$ cat config.mk
export PLATFORM = sky130hd
export DESIGN_NAME = rds_block_bit_encoder
export DESIGN_NICKNAME = d
export VERILOG_FILES = /design/src/rtl/rbe_pkg.sv /design/src/rtl/rbe_front.sv /design/src/rtl/rbe_queue.sv /design/src/rtl/rbe_back.sv /design/src/rtl/rds_block_bit_encoder.sv
export SDC_FILE = /design/constraint.sdc
export NUM_CORES = 1
export LEC_CHECK = 0
export BUFFER_PORTS_ARGS = -buffer_cell sky130_fd_sc_hd__buf_2
export CAP_MARGIN = 20
export CORE_ASPECT_RATIO = 1.5
export CORE_MARGIN = 2
export CORE_UTILIZATION = 35
export CTS_CLUSTER_SIZE = 14
export DETAILED_ROUTE_END_ITERATION = 10
export GPL_TIMING_DRIVEN = 0
export PLACE_DENSITY_LB_ADDON = 0.3
export SLEW_MARGIN = 25
export SYNTH_ARGS = -nofsm -noshare
export SYNTH_HDL_FRONTEND = slang
export SYNTH_SLANG_ARGS = --single-unit
$ cat constraint.sdc
create_clock -name clk -period 3.2 [get_ports clk]
set_input_delay 0.64 -clock clk [delete_from_list [all_inputs] [get_ports clk]]
set_output_delay 0.64 -clock clk [all_outputs]
set_load 0.1 [all_outputs]
$ cat src/rtl/rbe_pkg.sv
// ----------------------------------------------------------------------------
// rbe_pkg
// Shared types and constants of the RDS block bit encoder.
// ----------------------------------------------------------------------------
`default_nettype none

package rbe_pkg;

    localparam int BLOCK_BITS = 26;
    localparam int INFO_BITS  = 16;
    localparam int CHECK_BITS = 10;
    localparam int CNT_W      = 5;

    localparam logic [CNT_W-1:0] LAST_CNT = CNT_W'(BLOCK_BITS - 1);

    // Block kind codes
    localparam logic [2:0] KIND_A       = 3'd0;
    localparam logic [2:0] KIND_B       = 3'd1;
    localparam logic [2:0] KIND_C       = 3'd2;
    localparam logic [2:0] KIND_D       = 3'd3;
    localparam logic [2:0] KIND_C_PRIME = 3'd4;

    typedef logic [BLOCK_BITS-1:0] block_t;
    typedef logic [CHECK_BITS-1:0] check_t;

    typedef struct packed {
        logic [15:0] info_word;
        logic [2:0]  block_kind;
    } in_word_t;

    typedef struct packed {
        logic       coded_bit;
        logic [2:0] symbol_index;
        logic       last_bit;
    } out_word_t;

    // Queue status seen by the back end
    typedef struct packed {
        logic empty;
        logic full;
    } q_status_t;

    // Remainder of x^(10+i) mod g(x), g = x^10+x^8+x^7+x^5+x^4+x^3+1
    localparam check_t SYNDROME [INFO_BITS] = '{
        10'h1B9, 10'h372, 10'h35D, 10'h303, 10'h3BF, 10'h2C7, 10'h037, 10'h06E,
        10'h0DC, 10'h1B8, 10'h370, 10'h359, 10'h30B, 10'h3AF, 10'h2E7, 10'h077
    };

    function automatic check_t kind_offset(input logic [2:0] kind);
        check_t ow;
        unique case (kind)
            KIND_A:       ow = 10'h0FC;
            KIND_B:       ow = 10'h198;
            KIND_C:       ow = 10'h168;
            KIND_D:       ow = 10'h1B4;
            KIND_C_PRIME: ow = 10'h350;
            default:      ow = '0;
        endcase
        return ow;
    endfunction

    // Checkword is linear in the info bits: XOR the syndrome of each set bit
    function automatic check_t checkword(input logic [15:0] info);
        check_t acc;
        acc = '0;
        for (int i = 0; i < INFO_BITS; i++) begin
            if (info[i])
            begin
                acc = acc ^ SYNDROME[i];
            end
        end
        return acc;
    endfunction

endpackage

`default_nettype wire

$ cat src/rtl/rbe_front.sv
// ----------------------------------------------------------------------------
// rbe_front
// Accept words, form the 26-bit block with checkword and offset, hand to queue.
// ----------------------------------------------------------------------------
`default_nettype none

module rbe_front (
    input  wire logic              clk,
    input  wire logic              rst_n,
    input  wire logic              push,
    input  wire rbe_pkg::in_word_t item,
    output logic                   full,
    output logic                   q_push,
    output rbe_pkg::block_t        q_data,
    input  wire logic              q_full
);
    import rbe_pkg::*;

    logic   valid_reg, valid_next;
    block_t block_reg, block_next;
    logic   take;

    assign q_push = valid_reg && !q_full;
    assign full   = valid_reg && q_full;
    assign take   = push && !full;
    assign q_data = block_reg;

    always_comb
    begin
        valid_next = valid_reg;
        block_next = block_reg;
        if (take)
        begin
            valid_next = 1'b1;
            block_next = {item.info_word,
                          checkword(item.info_word) ^ kind_offset(item.block_kind)};
        end
        else if (q_push)
        begin
            valid_next = 1'b0;
        end
    end

    always_ff @(posedge clk or negedge rst_n)
    begin
        if (!rst_n)
        begin
            valid_reg <= 1'b0;
        end
        else
        begin
            valid_reg <= valid_next;
        end
    end

    always_ff @(posedge clk)
    begin
        block_reg <= block_next;
    end

endmodule

`default_nettype wire

$ cat src/rtl/rbe_queue.sv
// ----------------------------------------------------------------------------
// rbe_queue
// Short register queue of encoded blocks between front and back end.
// ----------------------------------------------------------------------------
`default_nettype none

module rbe_queue #(
    parameter int DEPTH = 2
) (
    input  wire logic               clk,
    input  wire logic               rst_n,
    input  wire logic               wr_en,
    input  wire rbe_pkg::block_t    wr_data,
    input  wire logic               rd_en,
    output rbe_pkg::block_t         rd_data,
    output rbe_pkg::q_status_t      status
);
    import rbe_pkg::*;

    localparam int PTR_W = (DEPTH > 1) ? $clog2(DEPTH) : 1;
    localparam int CNT_QW = $clog2(DEPTH + 1);
    localparam logic [PTR_W-1:0]  PTR_LAST = PTR_W'(DEPTH - 1);
    localparam logic [CNT_QW-1:0] CNT_FULL = CNT_QW'(DEPTH);

    block_t             mem_reg [DEPTH];
    logic [PTR_W-1:0]   wr_ptr_reg, wr_ptr_next;
    logic [PTR_W-1:0]   rd_ptr_reg, rd_ptr_next;
    logic [CNT_QW-1:0]  cnt_reg, cnt_next;
    logic               do_wr, do_rd;

    assign status.empty = (cnt_reg == '0);
    assign status.full  = (cnt_reg == CNT_FULL);
    assign do_wr   = wr_en && !status.full;
    assign do_rd   = rd_en && !status.empty;
    assign rd_data = mem_reg[rd_ptr_reg];

    always_comb
    begin
        wr_ptr_next = wr_ptr_reg;
        rd_ptr_next = rd_ptr_reg;
        cnt_next    = cnt_reg;
        if (do_wr)
        begin
            wr_ptr_next = (wr_ptr_reg == PTR_LAST) ? '0 : wr_ptr_reg + 1'b1;
        end
        if (do_rd)
        begin
            rd_ptr_next = (rd_ptr_reg == PTR_LAST) ? '0 : rd_ptr_reg + 1'b1;
        end
        if (do_wr && !do_rd)
        begin
            cnt_next = cnt_reg + 1'b1;
        end
        else if (do_rd && !do_wr)
        begin
            cnt_next = cnt_reg - 1'b1;
        end
    end

    always_ff @(posedge clk or negedge rst_n)
    begin
        if (!rst_n)
        begin
            wr_ptr_reg <= '0;
            rd_ptr_reg <= '0;
            cnt_reg    <= '0;
        end
        else
        begin
            wr_ptr_reg <= wr_ptr_next;
            rd_ptr_reg <= rd_ptr_next;
            cnt_reg    <= cnt_next;
        end
    end

    always_ff @(posedge clk)
    begin
        if (do_wr)
        begin
            mem_reg[wr_ptr_reg] <= wr_data;
        end
    end

endmodule

`default_nettype wire

$ cat src/rtl/rbe_back.sv
// ----------------------------------------------------------------------------
// rbe_back
// Shift the block out MSB first, differential coding, symbol window, output.
// ----------------------------------------------------------------------------
`default_nettype none

module rbe_back (
    input  wire logic                clk,
    input  wire logic                rst_n,
    input  wire rbe_pkg::q_status_t  q_status,
    input  wire rbe_pkg::block_t     q_data,
    output logic                     q_pop,
    output logic                     empty,
    input  wire logic                pop,
    output rbe_pkg::out_word_t       result
);
    import rbe_pkg::*;

    logic             busy_reg, busy_next;
    block_t           shift_reg, shift_next;
    logic [CNT_W-1:0] cnt_reg, cnt_next;
    logic [2:0]       win_reg, win_next;
    logic             ovalid_reg, ovalid_next;
    out_word_t        out_reg, out_next;

    block_t           cur_block;
    logic [CNT_W-1:0] cur_cnt;
    logic             advance, emit, coded;

    // Take the first bit straight from the queue head: no bubble between blocks
    assign cur_block = busy_reg ? shift_reg : q_data;
    assign cur_cnt   = busy_reg ? cnt_reg : '0;
    assign advance   = !ovalid_reg || pop;
    assign emit      = advance && (busy_reg || !q_status.empty);
    assign q_pop     = emit && !busy_reg;
    assign coded     = cur_block[BLOCK_BITS-1] ^ win_reg[0];
    assign empty     = !ovalid_reg;
    assign result    = out_reg;

    always_comb
    begin
        busy_next   = busy_reg;
        shift_next  = shift_reg;
        cnt_next    = cnt_reg;
        win_next    = win_reg;
        ovalid_next = ovalid_reg;
        out_next    = out_reg;
        if (emit)
        begin
            shift_next            = cur_block << 1;
            cnt_next              = cur_cnt + 1'b1;
            busy_next             = (cur_cnt != LAST_CNT);
            win_next              = {win_reg[1:0], coded};
            ovalid_next           = 1'b1;
            out_next.coded_bit    = coded;
            out_next.symbol_index = {win_reg[1:0], coded};
            out_next.last_bit     = (cur_cnt == LAST_CNT);
        end
        else if (advance)
        begin
            ovalid_next = 1'b0;
        end
    end

    always_ff @(posedge clk or negedge rst_n)
    begin
        if (!rst_n)
        begin
            busy_reg   <= 1'b0;
            cnt_reg    <= '0;
            win_reg    <= '0;
            ovalid_reg <= 1'b0;
        end
        else
        begin
            busy_reg   <= busy_next;
            cnt_reg    <= cnt_next;
            win_reg    <= win_next;
            ovalid_reg <= ovalid_next;
        end
    end

    always_ff @(posedge clk)
    begin
        shift_reg <= shift_next;
        out_reg   <= out_next;
    end

endmodule

`default_nettype wire

$ cat src/rtl/rds_block_bit_encoder.sv
// Path: a pushed word goes through the front register and the queue to the output
// register. One result per cycle while results are popped; a word is 26 bits in the
// bit serializer of the back end, and words follow each other without a gap.
// Reset: rst_n asynchronous, active low; clears the queue, serializer state and
// the symbol window to zero. No clearing pass; words are taken right after reset.
// ----------------------------------------------------------------------------
// rds_block_bit_encoder
// RDS checkword/offset encoder with differential coding and biphase window.
// ----------------------------------------------------------------------------
`default_nettype none

module rds_block_bit_encoder #(
    parameter int QUEUE_DEPTH = 2
) (
    input  wire logic               clk,
    input  wire logic               rst_n,
    input  wire logic               push,
    input  wire rbe_pkg::in_word_t  item,
    output logic                    full,
    output logic                    empty,
    input  wire logic               pop,
    output rbe_pkg::out_word_t      result
);
    import rbe_pkg::*;

    // Front end -> queue
    logic      q_push;
    block_t    q_wr_data;
    // Queue -> back end
    block_t    q_rd_data;
    q_status_t q_status;
    logic      q_pop;

    // Front: register the incoming word and its complete 26-bit block.
    // Checkword is the XOR of per-bit syndromes, then the offset word is folded in.
    rbe_front u_front (
        .clk    (clk),
        .rst_n  (rst_n),
        .push   (push),
        .item   (item),
        .full   (full),
        .q_push (q_push),
        .q_data (q_wr_data),
        .q_full (q_status.full)
    );

    // Queue: decouple block forming from serialization so either side can stall.
    rbe_queue #(
        .DEPTH (QUEUE_DEPTH)
    ) u_queue (
        .clk     (clk),
        .rst_n   (rst_n),
        .wr_en   (q_push),
        .wr_data (q_wr_data),
        .rd_en   (q_pop),
        .rd_data (q_rd_data),
        .status  (q_status)
    );

    // Back: shift the block out MSB first, code each bit against the previous
    // coded bit and advance the 3-bit symbol window; the window carries across
    // blocks. The output register holds the word until popped.
    rbe_back u_back (
        .clk      (clk),
        .rst_n    (rst_n),
        .q_status (q_status),
        .q_data   (q_rd_data),
        .q_pop    (q_pop),
        .empty    (empty),
        .pop      (pop),
        .result   (result)
    );

    // Newest window bit is the coded bit shown with it
    a_window_newest: assert property (@(posedge clk) disable iff (!rst_n)
        !empty |-> (result.symbol_index[0] == result.coded_bit))
        else $error("symbol window newest bit differs from coded bit");

    // Consecutive results shift the window by one
    a_window_shift: assert property (@(posedge clk) disable iff (!rst_n)
        (pop && !empty) ##1 !empty |->
            (result.symbol_index[2:1] == $past(result.symbol_index[1:0])))
        else $error("symbol window did not shift between results");

    // Back pressure only comes from a held front word over a full queue
    a_full_cause: assert property (@(posedge clk) disable iff (!rst_n)
        full |-> q_status.full)
        else $error("full raised while queue has room");

    // Queue never read when empty
    a_no_underrun: assert property (@(posedge clk) disable iff (!rst_n)
        q_pop |-> !q_status.empty)
        else $error("queue popped while empty");

endmodule

`default_nettype wire
Word level (Yosys, flattened, before mapping)

Memories as Yosys holds them, arrays and structs flattened.
Cells that the tools add are included.

Bits in registers: 70
Memory bits (writable): 52
Input bits: 23
Output and inout port bits: 7
Logic and storage cells: 113
Memories: 1

Add/subtract/negate cells: 5
Eq/ne operators: 7
Mux-type cells: 46
Bitwise operators: 17
Reductions and logical operators: 23

Memory list:

| memory          | words | bits a word | rd ports | clocked after memory_dff | wr ports | line            | text |
|---|---|---|---|---|---|---|---|
| u_queue.mem_reg | 2     | 26          | 1        | 0                        | 1        | rbe_queue.sv:25 | `block_t mem_reg [DEPTH];` |

Operators by type and width:

| operator                                      | count |
|---|---|
| 2-to-1 mux 10 bit                             | 27 |
| case mux 10 bit (5 select lines)              | 1 |
| inverter 5 bit                                | 6 |
| 2-to-1 mux 26 bit                             | 1 |
| inverter 6 bit                                | 4 |
| 2-to-1 mux 9 bit                              | 2 |
| 2-to-1 mux 7 bit                              | 2 |
| inverter 7 bit                                | 2 |
| XOR 10 bit                                    | 1 |
| logical AND 1 bit                             | 9 |
| inverter 9 bit                                | 1 |
| 2-to-1 mux 1 bit                              | 8 |
| 2-to-1 mux 8 bit                              | 1 |
| inverter 8 bit                                | 1 |
| zero test 1 bit                               | 7 |
| == test 3 x 2 -> 1 bit, second input constant | 2 |
| 2-to-1 mux 6 bit                              | 1 |
| nonzero test 2 bit                            | 3 |
| adder 5 x 1 -> 5 bit, second input constant   | 1 |
| == test 5 bit, second input constant          | 1 |
| 2-to-1 mux 5 bit                              | 1 |
| inequality test 5 bit, second input constant  | 1 |
| 2-to-1 mux 2 bit                              | 2 |
| inverter 4 bit                                | 1 |
| 10 further kinds                              | 12 |

Depth between registers and ports, before layout

Gate-level depths: netlist (run 1).

Depth after elaboration: 51
Mapped depth: 10
Depth with buffers taken out: 7

Hierarchy

A second synthesis (run 1) with hierarchy kept.

Cells, all modules: 294
Area, all modules: 5211.2 µm²

By module, submodules not included:

| module    | times used | cells an instance | area each (µm²) | seq. area each (µm²) |
|---|---|---|---|---|
| rbe_queue | 1          | 100               | 2173.3          | 1661.6 |
| rbe_back  | 1          | 104               | 1662.8          | 1096.1 |
| rbe_front | 1          | 90                | 1375.1          | 805.8 |

Worst setup path after synthesis (run 1)

No wires, ideal clock.

Path kind: input -> register
From: input port pop
To: register u_back.out_reg, in the netlist u_back.result[0] (enable)
Library setup time: 386 ps
Data arrival time: 1794 ps
Data required time: 2814 ps
Slack: 1019 ps
Stages: 4
Cells stage by stage: nor2b_1 > or2_2 > buf_1 > inv_1

Word-level cells in the longest chain between the ends: 2

Ends and longest elaborated chain:

| item                 | line                        | text |
|---|---|---|
| from (decl)          | rds_block_bit_encoder.sv:21 | `input wire logic pop,` |
| logical OR 1 bit     | rbe_back.sv:33              | `assign advance = !ovalid_reg \|\| pop;` |
| logical AND 1 bit    | rbe_back.sv:34              | `assign emit = advance && (busy_reg \|\| !q_status.empty);` |
| net u_back.emit      | rbe_back.sv:28              | `logic advance, emit, coded;` |
| to (signal assigned) | rbe_back.sv:86              | `out_reg <= out_next;` |
| to (decl)            | rbe_back.sv:24              | `out_word_t out_reg, out_next;` |

The timed path passes the listed nets, and every way through them passes these cells.
A chain may end at the register's enable or synchronous reset.

Worst setup path in the final report (run 1)

From: register u_back.busy_reg
To: register u_back.cnt_reg[4]

Word-level cells in the longest chain between the ends: 2

Ends and longest elaborated chain:

| item                                                      | line                           | text |
|---|---|---|
| from (decl)                                               | rbe_back.sv:19                 | `logic busy_reg, busy_next;` |
| from (signal assigned)                                    | rbe_back.sv:76                 | `busy_reg <= busy_next;` |
| 2-to-1 mux 5 bit or logical OR 1 bit (tied branches)      | rbe_back.sv:32, rbe_back.sv:34 |  |
| adder 5 x 1 -> 5 bit or logical AND 1 bit (tied branches) | rbe_back.sv:51, rbe_back.sv:34 |  |
| to (signal assigned)                                      | rbe_back.sv:77                 | `cnt_reg <= cnt_next;` |
| to (decl)                                                 | rbe_back.sv:21                 | `logic [CNT_W-1:0] cnt_reg, cnt_next;` |

Parallel ways exist; a longest one is shown, timed or not.

==> results of run 1 <==
cells in the mapped netlist (2+ instances only):
master	number
edfxtp_1	107
xnor2_1	43
nand2_1	34
mux2i_1	27
o21ai_0	27
dfrtp_1	14
xor2_1	9
a21oi_1	8
clkbuf_1	8
inv_1	7
nor2_1	7
nand3_1	5
buf_1	3
buf_2	3
ha_1	3
nand2b_1	3
and2_1	2
nor3_1	2
power breakdown:
part           switching (mW)  internal [mW]  leakage [nW]  total (mW)
sequential              0.206           2.45          1.19        2.66
clock                   0.709           1.16         0.279        1.87
combinational           0.956          0.505         0.735        1.46
total                    1.87           4.11          2.20        5.99
metal layers:
layer,vias up,track usage [%],wire [µm]
met3,7,3.13,246
met2,47,22.0,4590
li1,1255,-,-
met4,0,4.86,122
met5,-,0,0
met1,1241,12.8,3280
worst min-delay path by stage:
stage                                                  to  cells after the start                        start
after floorplan               u_back.busy_reg$_DFFE_PN0N_                      0                        rst_n
after global placement    u_queue.mem_reg[0][9]$_DFFE_PP_                      0  u_front.q_data[9]$_DFFE_PP_
after detailed placement  u_queue.mem_reg[0][4]$_DFFE_PP_                      0  u_front.q_data[4]$_DFFE_PP_
after CTS                   u_back.ovalid_reg$_DFFE_PN0P_                      1                        rst_n
after global routing        u_back.cnt_reg[4]$_DFFE_PN0N_                      1                        rst_n
final                       u_back.ovalid_reg$_DFFE_PN0P_                      1                        rst_n
stage by stage:
stage	hold WS, ps	instance area [µm²]	std cells	setup slack [ps]
after floorplan	344	4940	326	1020
after global placement	425	5280	517	360
after detailed placement	434	5310	518	756
after CTS	127	5900	550	733
after global routing	145	5900	550	508
final	130	5900	550	758
cells by family (layout without fill, tap and decap cells):
group / count (synthesis) / after routing / synth area share, %
adder cells (fa/ha/maj): 3 / 3 / 0.759
XOR/XNOR: 55 / 55 / 10.3
buffers and inverters: 22 / 81 / 1.82
flip-flops: 121 / 121 / 72.1
AO/OA/AOI/OAI: 37 / 37 / 3.87
multiplexers: 28 / 28 / 5.69
AND/OR/NAND/NOR: 60 / 60 / 5.44
worst max-delay path, stage by stage (launching register included):
cell and delay (ps):
dfrtp_1 320, clkbuf_1 330, clkbuf_1 370, clkbuf_1 420, nand2_1 140, inv_1 80, ha_1 210, nand3_1 120
nor4b_1 260, a21oi_1 70, nand2_1 70
final cells by class:
cell class | instances | area, µm²
Clock buffer | 17 | 425
Clock inverter | 15 | 168
Buffer | 15 | 63.8
Multi-Input combinational cell | 183 | 1300
Tap cell | 165 | 206
Fill cell | 1306 | 8020
Inverter | 7 | 26.3
Sequential cell | 121 | 3560
Timing Repair Buffer | 27 | 150
==> results by group, run 1 <==
Outcome
  • Status: finished, final reports clean

Timing
  • Worst slew pin tran: roughly 750 ps
  • Final setup fails: 0
  • RSZ-0062 raised after global routing: no
  • Clk_skew: between 6 and 7 ps
  • Final period utilization: around three quarters
  • Relative slew slack: 49.8%
  • Final slew viol count: 0
  • Fmax: 410 MHz
  • Tmin final: 2440 ps
  • Setup TNS: 0 ps
  • Final hold viol count: 0

Cells and area
  • Most common cell after layout, fill and taps aside: edfxtp_1
  • Syn-to-layout area delta: 19.4%
  • N_diodes: 0
  • Share of layout cells above drive strength 1: 18.4%
  • Commonest non-fill, non-tap cells in the layout: 107 x edfxtp_1, 43 x xnor2_1, 34 x nand2_1
  • Max FFs per register: 52
  • Core Util, Final: between 40% and 50%
  • Nets: between 300 and 400

Yosys
  • Post-Synthesis Cell Area: 4940 µm²
  • Post-synthesis sequential area ratio: roughly 72%
  • Leading area contributor after synthesis: edfxtp_1
  • Cells after Synth: between 300 and 400
  • Async set-reset flop share out of synthesis: a little under an eighth
  • Ys flop type: edfxtp_1
  • Synth Register Bits: 121
  • Syn nets: about 350
  • Post-synth cell types: 32
  • Yosys top cell area share: about 65%
  • Post-Syn Area per Cell: between 15 and 20 µm²
  • Syn. warnings: 0
  • Post-synth EDFFs: about 110
  • Synth area leaders: edfxtp_1 65%, xnor2_1 7.6%, dfrtp_1 7.1%

Global route
  • First-pass GRT wire length: approximately 13 mm
  • Largest net degree at the start of global routing: 34
  • Overall global routing resource usage: between 10% and 20%
  • Via count of the first global-routing pass: roughly 2700
  • Antenna violations before repair: 0
  • Gr ovfl total: 0

Floorplanning
  • # IOs: 30
  • Core Box Area: between 10000 and 15000 µm²
  • Die area: roughly 15000 µm²
  • Die W: just over 100 µm
  • Die height: 150 µm
  • Cell Rows: 53
  • Initial Util: around 35%

Clocking
  • Hold Buf Count CTS: 0
  • Clock insertion delay at the later pin of the skew report: approximately 400 ps
  • Num CTS Buffers: 17
  • Clock Tree Buf Depth: 2
  • Clock Pin Slew Worst Setup and Hold Paths: 60 ps
  • Post-CTS setup buffer count: 0
  • CTS tree: done
  • Resized Gates After CTS: 0
  • H-tree Lvls: 4
  • Clock Root Buffer: clkbuf_16
  • Clock sink total: ~120

Placed design
  • DP HPWL: just under 6 mm
  • Gpl congestion: 0.766
  • I/O Buffers: 26

Detailed routing
  • Routed Antenna Nets: 0
  • Post-route DRC: 0
  • DRT Pass-1 Iters: 4
  • Total Wirelength: ~8.2 mm
  • Vias per cell: 4.64
  • Detailed Route Iter0 Violations: 156
  • Drt wl/cell: 15.0 µm
  • Via count: ~2600

Worst setup path
  • Arrival @ worst endpoint: 2780 ps
  • Critical Path Sink: u_back.cnt_reg[4]$_DFFE_PN0N_
  • Worst-path fanout max: 10
  • Reg2reg start: u_back.busy_reg$_DFFE_PN0N_
  • Crit Reg-Reg Endpoint: u_back.cnt_reg[4]$_DFFE_PN0N_
  • CP Class: reg -> reg
  • Worst Path Required: 3540 ps
  • Setup crit start kind: flip-flop
  • R2R cell count: 10
  • Crit end category: flip-flop
  • Crit path from: u_back.busy_reg$_DFFE_PN0N_
  • R2r setup slk: around 760 ps

Hold path
  • HP Class: in -> async

Power and ir drop
  • Peak supply drop: around 0.00046 V
  • P_leak: 2.20 nW
  • Tot Pwr: between 5 and 6 mW
  • Power Dens Cells: 1010 nW/µm²

Job
  • Max-cap violation count: 0
(Power assumes the default switching activity.)
==> inputs of run 2 (changes only) <==
==> constraint.sdc (replaced) <==
create_clock -name clk -period 2.15 [get_ports clk]
set_input_delay 0.43 -clock clk [delete_from_list [all_inputs] [get_ports clk]]
set_output_delay 0.43 -clock clk [all_outputs]
set_load 0.1 [all_outputs]
==> run 2 against run 1 <==
  * Sequential cell count stayed put
  * Largest power group unchanged
  * Routed wire length hardly changed
  * Core utilization is 0.11 points higher
  * Global-route usage hardly changed
  * Total power is 49% higher
  * Clock power is 49% higher
  * Setup slack worse by 560 ps
  * Via count is 0.39% higher
  * Non-clock buffer count stayed put
  * Sequential share of layout area is 0.15 points lower
  * Sequential power is 48% higher
==> results by group, run 2 (synthesis results as in run 1) <==
Power and ir drop
  • P_leak: 2.21 nW (+0.56%)
  • Logic pwr share: 24.5% (about the same)
  • Internal power: 6.13 mW (+49%)
  • Reg power frac: 44.3% (about the same)
  • NetSw: 2.79 mW (+49%)
  • Clk network pwr share: 31.2% (about the same)
  • Sw frac: 31.3% (about the same)
  • Peak supply drop: 0.000679 V (+49%)
  • Power Dens Cells: 1510 nW/µm² (+49%)

Worst setup path
  • Crit end category: output pin
  • Crit-path cells: nand3b_1 > inv_1 > buf_2
  • Setup crit start kind: flip-flop
  • Worst path max stage delay: 430 ps (about the same)
  • Reg2reg start: u_back.busy_reg$_DFFE_PN0N_
  • Worst-path fanout max: 5 (-5)
  • Arrival @ worst endpoint: 1530 ps (-1250 ps)
  • Crit Reg-Reg Endpoint: u_back.cnt_reg[4]$_DFFE_PN0N_
  • R2R cell count: 10 (unchanged)
  • Critical-path top delay cell: dfrtp_1
  • Top delay family on crit path: buffers and inverters
  • R2r setup slk: 230 ps (-530 ps)
  • Worst Path Required: 1720 ps (-1820 ps)
  • CP Class: reg -> out
  • Buffers plus inverters on the worst setup path: 2 (-2)

Hold path
  • HP Class: in -> reg
  • Hold EP: u_front.valid_reg$_DFFE_PN0P_
  • Hold Crit Depth: 2
  • Hold_sp: push

Cells and area
  • N_diodes: 0 (unchanged)
  • Commonest non-fill, non-tap cells in the layout: 107 x edfxtp_1, 43 x xnor2_1, 34 x nand2_1
  • Most common cell after layout, fill and taps aside: edfxtp_1
  • Nets: 398 (unchanged)
  • Final-layout fill cell count: 1308 (+0.15%)
  • Max FFs per register: 52 (unchanged)
  • Core Util, Final: 42.5% (+0.11 points)
  • Storage element area: 3560 µm² (unchanged)
  • Share of layout cells above drive strength 1: 19.2% (+0.78 points)
  • Multi-input combinational cell area: 1300 µm² (unchanged)
  • Syn-to-layout area delta: 19.7%

Floorplanning
  • Die W: 101 µm (unchanged)
  • Die area: 15100 µm² (unchanged)
  • Core Box Area: 13900 µm² (unchanged)
  • # IOs: 30 (unchanged)
  • Initial Util: 35.5% (unchanged)
  • Cell Rows: 53 (unchanged)
  • Die height: 150 µm (unchanged)

Clocking
  • Clock sink total: 121 (unchanged)
  • Clock Root Buffer: clkbuf_16
  • CTS tree: done
  • Clock Tree Buf Depth: 2 (unchanged)
  • H-tree Lvls: 4 (unchanged)
  • Num CTS Buffers: 17 (unchanged)
  • Clock insertion delay at the later pin of the skew report: 400 ps (about the same)
  • Clock Pin Slew Worst Setup and Hold Paths: 60 ps (about the same)

Detailed routing
  • Via count: 2560 (+0.39%)
  • Detailed Route Iter0 Violations: 148 (-5.1%)
  • Vias per cell: 4.65 (+0.39%)
  • DRT Pass-1 Iters: 4 (unchanged)
  • Drt wl/cell: 15.0 µm (about the same)
  • Routed Antenna Nets: 0 (unchanged)
  • Total Wirelength: 8.24 mm (about the same)
  • Post-route DRC: 0 (unchanged)

Placed design
  • I/O Buffers: 26 (unchanged)
  • Setup slack at placement: -294 ps (-1050 ps)
  • Gpl congestion: 0.766 (unchanged)
  • DP HPWL: 5.79 mm (unchanged)

Global route
  • Met3 usage: 3.08% (-0.047 points)
  • Antenna violations before repair: 0 (unchanged)
  • Gr ovfl total: 0 (unchanged)
  • Largest net degree at the start of global routing: 34 (unchanged)
  • Met1 GRT Util: 12.9% (+0.062 points)
  • Overall global routing resource usage: 12.0% (+0.030 points)
  • Global route hottest layer: met2
  • Met2 Resource Use GR: 22.0% (+0.067 points)
  • Via count of the first global-routing pass: 2675 (+0.22%)
  • First-pass GRT wire length: 13.5 mm (+0.30%)

Outcome
  • Status: finished, final reports clean

Timing
  • Relative slew slack: 56.6% (+6.7 points)
  • Tmin final: around 2000 ps
  • Fmax: just over 500 MHz
  • Clk_skew: 6.00 ps (-0.635 ps)
  • Worst slew pin tran: 652 ps (-99.6 ps)
  • RSZ-0062 raised after global routing: no
  • Fin worst setup slack: 195 ps (-564 ps)
  • Final setup fails: 0 (unchanged)
  • Final hold viol count: 0 (unchanged)
  • Final slew viol count: 0 (unchanged)
  • Final period utilization: 90.9%

Job
  • Max-cap violation count: 0 (unchanged)
[run 2: cell count changes in the layout (fill, tap and decap cells not counted)]
| cell | before | now |
|---|---|---|
| buf_1 | 3 | 2 |
| clkbuf_1 | 8 | 5 |
| clkbuf_2 | 0 | 2 |
| clkbuf_4 | 0 | 1 |
| dlygate4sd3_1 | 0 | 1 |
| inv_2 | 1 | 0 |
| inv_4 | 0 | 1 |
[run 2: final cells by class]
| type | count | area share [%] |
|---|---|---|
| repair buffers | 28 | 2.71 |
| inverters | 7 | 0.486 |
| clock buffers | 17 | 7.19 |
| well taps | 165 | 3.49 |
| multi-input cells | 183 | 22.0 |
| plain buffers | 14 | 1.12 |
| flip-flops and latches | 121 | 60.2 |
| clock inverters | 15 | 2.83 |
[run 2: repair_timing]
action                                 in CTS  in global routing
pin swaps                                   0                  0
buffers inserted                            0                  0
setup endpoints to repair                  36                 33
resized for setup                           4                  2
endpoints found under the hold margin      14                  0
hold buffers                                1                  0
[run 2: power groups by stage]
stage,clock (mW),combinational (mW),sequential (mW)
floorplan,0,1.50,4.11
global placement,0,2.12,3.97
detailed placement,0,2.22,4.00
CTS,2.84,2.23,3.96
global route,2.94,2.42,4.05
finish,2.79,2.18,3.95
[run 2: how the worst max path moves through the flow]
stage,from,endpoint,slack (ps),cells past startpoint
after global placement,u_queue.cnt_reg[0]$_DFFE_PN0P_,u_queue.mem_reg[0][8]$_DFFE_PP_,-690,3
after floorplan,u_queue.cnt_reg[0]$_DFFE_PN0P_,u_queue.mem_reg[0][0]$_DFFE_PP_,20,3
after CTS,u_back.busy_reg$_DFFE_PN0N_,u_back.cnt_reg[2]$_DFFE_PN0N_,80,7
after global routing,u_back.busy_reg$_DFFE_PN0N_,u_back.cnt_reg[4]$_DFFE_PN0N_,20,10
final,u_queue.cnt_reg[0]$_DFFE_PN0P_,full,190,3
after detailed placement,u_back.busy_reg$_DFFE_PN0N_,u_back.cnt_reg[4]$_DFFE_PN0N_,-290,10
[run 2: worst register-to-register path, stage by stage (launching register included)]
cell and delay, ps:
dfrtp_1 320, clkbuf_2 200, clkbuf_2 250, clkbuf_4 240, nand2_1 90, inv_1 60, ha_1 200, nand3_1 120
nor4b_1 250, a21oi_1 60, nand2_1 70
[run 2: through the flow]
step	hold WS, ps	std cells	instance area [µm²]	power, mW	TNS [ps]
final	221	550	5920	8.92	0
after detailed placement	353	518	5310	6.22	-4600
after global routing	218	550	5920	9.41	0
after CTS	205	551	5920	9.04	0
after floorplan	134	326	4940	5.60	0
after global placement	347	517	5280	6.09	-34490
[run 2: metal layers]
layer	up-vias	wire [µm]
met5	-	0
li1	1257	-
met3	10	248
met1	1247	3250
met4	0	127
met2	46	4610
==> inputs of run 3 (changes only) <==
--- a/config.mk
+++ b/config.mk
@@ -7,12 +7,13 @@
 export LEC_CHECK = 0
 export BUFFER_PORTS_ARGS = -buffer_cell sky130_fd_sc_hd__buf_2
 export CAP_MARGIN = 20
-export CORE_ASPECT_RATIO = 1.5
+export CORE_ASPECT_RATIO = 0.75
 export CORE_MARGIN = 2
 export CORE_UTILIZATION = 35
 export CTS_CLUSTER_SIZE = 14
 export DETAILED_ROUTE_END_ITERATION = 10
 export GPL_TIMING_DRIVEN = 0
+export MAX_ROUTING_LAYER = met4
 export PLACE_DENSITY_LB_ADDON = 0.3
 export SLEW_MARGIN = 25
 export SYNTH_ARGS = -nofsm -noshare
==> run 3 against run 2 <==
  * Routed wire length increased by 5.0%
  * Clock skew increased by 4.3 ps
  * Total power increased by 1.3%
  * Non-clock buffer count unchanged
  * Sequential share of layout area decreased by 0.15 points
  * Combinational power increased by 3%
  * Critical path type unchanged
  * Largest power group unchanged
==> results by group, run 3 (synthesis results as in run 1) <==
Hold path
  • Hold_sp: push
  • HP Class: in -> reg

Worst setup path
  • Crit-path cells: nand3b_1 > inv_1 > buf_2
  • Setup crit start kind: flip-flop
  • Crit path from: u_queue.cnt_reg[0]$_DFFE_PN0P_
  • Arrival @ worst endpoint: 1520 ps (about the same)
  • Reg2reg start: u_back.busy_reg$_DFFE_PN0N_
  • Crit end category: output pin
  • Worst path max stage delay: 420 ps (about the same)
  • Top delay family on crit path: buffers and inverters
  • Worst Path Required: 1720 ps (about the same)
  • Worst-path fanout max: 5 (unchanged)
  • Critical-path top delay cell: dfrtp_1
  • Buffers plus inverters on the worst setup path: 2 (unchanged)
  • CP Class: reg -> out

Power and ir drop
  • Tot Pwr: 9.03 mW (+1.3%)
  • P_leak: 2.23 nW (+0.61%)
  • Power Dens Cells: 1520 nW/µm² (+1.0%)
  • Peak supply drop: 0.000677 V (-0.24%)

Cells and area
  • N_diodes: 0 (unchanged)
  • Share of layout cells above drive strength 1: 17.5% (-1.7 points)
  • Final-layout fill cell count: 1218 (-6.9%)
  • Syn-to-layout area delta: 20.0%
  • Multi-input combinational cell area: 1300 µm² (unchanged)
  • Most common cell after layout, fill and taps aside: edfxtp_1
  • Commonest non-fill, non-tap cells in the layout: 107 x edfxtp_1, 43 x xnor2_1, 34 x nand2_1
  • Nets: 398 (unchanged)
  • Storage element area: 3560 µm² (unchanged)
  • Max FFs per register: 52 (unchanged)

Clocking
  • Clock Pin Slew Worst Setup and Hold Paths: 50 ps (about the same)
  • Clock insertion delay at the later pin of the skew report: 410 ps (about the same)
  • Post-CTS setup buffer count: 0 (unchanged)
  • Clock sink total: 121 (unchanged)
  • CTS tree: done
  • Clock Tree Buf Depth: 2 (unchanged)
  • H-tree Lvls: 4 (unchanged)
  • Num CTS Buffers: 17 (unchanged)
  • Clock Root Buffer: clkbuf_16

Detailed routing
  • Detailed Route Iter0 Violations: 237 (+60%)
  • DRT Pass-1 Iters: 4 (unchanged)
  • Drt wl/cell: 15.5 µm (+3.5%)
  • Routed Antenna Nets: 0 (unchanged)
  • Post-route DRC: 0 (unchanged)
  • Total Wirelength: 8.65 mm (+5.0%)
  • Via count: 2551 (-0.35%)
  • Vias per cell: 4.57 (-1.8%)

Global route
  • Antenna violations before repair: 0 (unchanged)
  • First-pass GRT wire length: 14.3 mm (+5.4%)
  • Gr ovfl total: 0 (unchanged)
  • Largest net degree at the start of global routing: 34 (unchanged)
  • Via count of the first global-routing pass: 2589 (-3.2%)
  • Overall global routing resource usage: 13.3% (+1.4 points)

Floorplanning
  • Die W: 141 µm (+40%)
  • Die height: 107 µm (-29%)
  • Cell Rows: 37 (-30%)
  • Core Box Area: 13700 µm² (-1.3%)
  • # IOs: 30 (unchanged)
  • Die area: 15100 µm² (about the same)
  • Initial Util: 36.0% (+0.46 points)

Timing
  • Tmin final: 1950 ps (-5.78 ps)
  • Relative slew slack: 51.8% (-4.7 points)
  • Fin worst setup slack: 201 ps (+5.78 ps)
  • Clk_skew: 10.3 ps (+4.25 ps)
  • RSZ-0062 raised after global routing: no
  • Final hold viol count: 0 (unchanged)
  • Worst slew pin tran: 722 ps (+70.7 ps)
  • Final period utilization: 90.7% (-0.27 points)
  • Hold Slack: 222 ps (+0.844 ps)
  • Fmax: 513 MHz (+0.30%)
  • Final slew viol count: 0 (unchanged)
  • Final setup fails: 0 (unchanged)

Placed design
  • DP HPWL: 5.68 mm (-2.0%)
  • Setup slack at placement: -273 ps (+21.4 ps)
  • Gpl congestion: 0.746 (-2.6%)
  • I/O Buffers: 26 (unchanged)

Outcome
  • Status: finished, final reports clean

Job
  • Max-cap violation count: 0 (unchanged)
-- run 3: cell types whose count changed in the layout (fill, tap and decap cells not counted), moves of 2 or more --
| cell | before | now |
|---|---|---|
| inv_6 | 4 | 0 |
| clkbuf_1 | 5 | 7 |
| clkinvlp_4 | 4 | 0 |
| clkinv_2 | 1 | 3 |
| clkinv_1 | 0 | 3 |
| bufinv_16 | 2 | 4 |
| clkinv_4 | 3 | 1 |
-- run 3: worst register-to-register path, stage by stage (launching register included) --
cell and delay (ps):
dfrtp_1 310, clkbuf_2 200, clkbuf_2 240, clkbuf_4 250
nand2_1 90, inv_1 60, ha_1 190, nand3_1 120
nor4b_1 260, a21oi_1 70, nand2_1 70
-- run 3: stage by stage --
stage,util [%],instance area (µm²),setup TNS [ps],cells
after global routing,43.2,5930,0,558
final,43.2,5930,0,558
after floorplan,-,4940,0,326
after detailed placement,38.8,5330,-3180,528
after global placement,38.5,5290,-34950,527
after CTS,43.2,5930,0,559
-- run 3: cell type report --
type                    instances  area share [%]
well taps                     175            3.69
plain buffers                  14            1.12
clock inverters                11            2.61
inverters                       7           0.485
flip-flops and latches        121            60.1
multi-input cells             183            21.9
repair buffers                 28            2.83
clock buffers                  19            7.30
-- run 3: layer usage --
metal	part of all wire (%)	track usage [%]	up-vias
li1	-	-	1257
met1	50	18.1	1229
met2	44	18.7	56
met3	4.0	3.89	9
met4	1.3	6.00	0
met5	0	-	-
-- run 3: report_power, final --
group          internal, mW  switching (mW)
Clock                  1.91           0.934
Sequential             3.65           0.300
Combinational         0.773            1.48
Total                  6.32            2.71
-- run 3: repair_timing --
action	in CTS	in global routing
gates resized for setup	4	2
pin swaps	0	0
hold endpoints to repair	14	0
endpoints found under the setup margin	34	2
hold buffers	1	0
-- run 3: worst paths after layout --
check | end | slack (ps) | depth (start not counted)
worst min-delay path | u_front.valid_reg$_DFFE_PN0P_ | 220 | 2
worst max-delay path | full | 200 | 3
worst max register to register | u_back.cnt_reg[4]$_DFFE_PN0N_ | 220 | 10
min in group asynchronous | u_front.valid_reg$_DFFE_PN0P_ | 470 | 2
max in group asynchronous | u_back.win_reg[0]$_DFFE_PN0N_ | 1430 | 2
worst min register to register | u_queue.mem_reg[1][2]$_DFFE_PP_ | 440 | 0
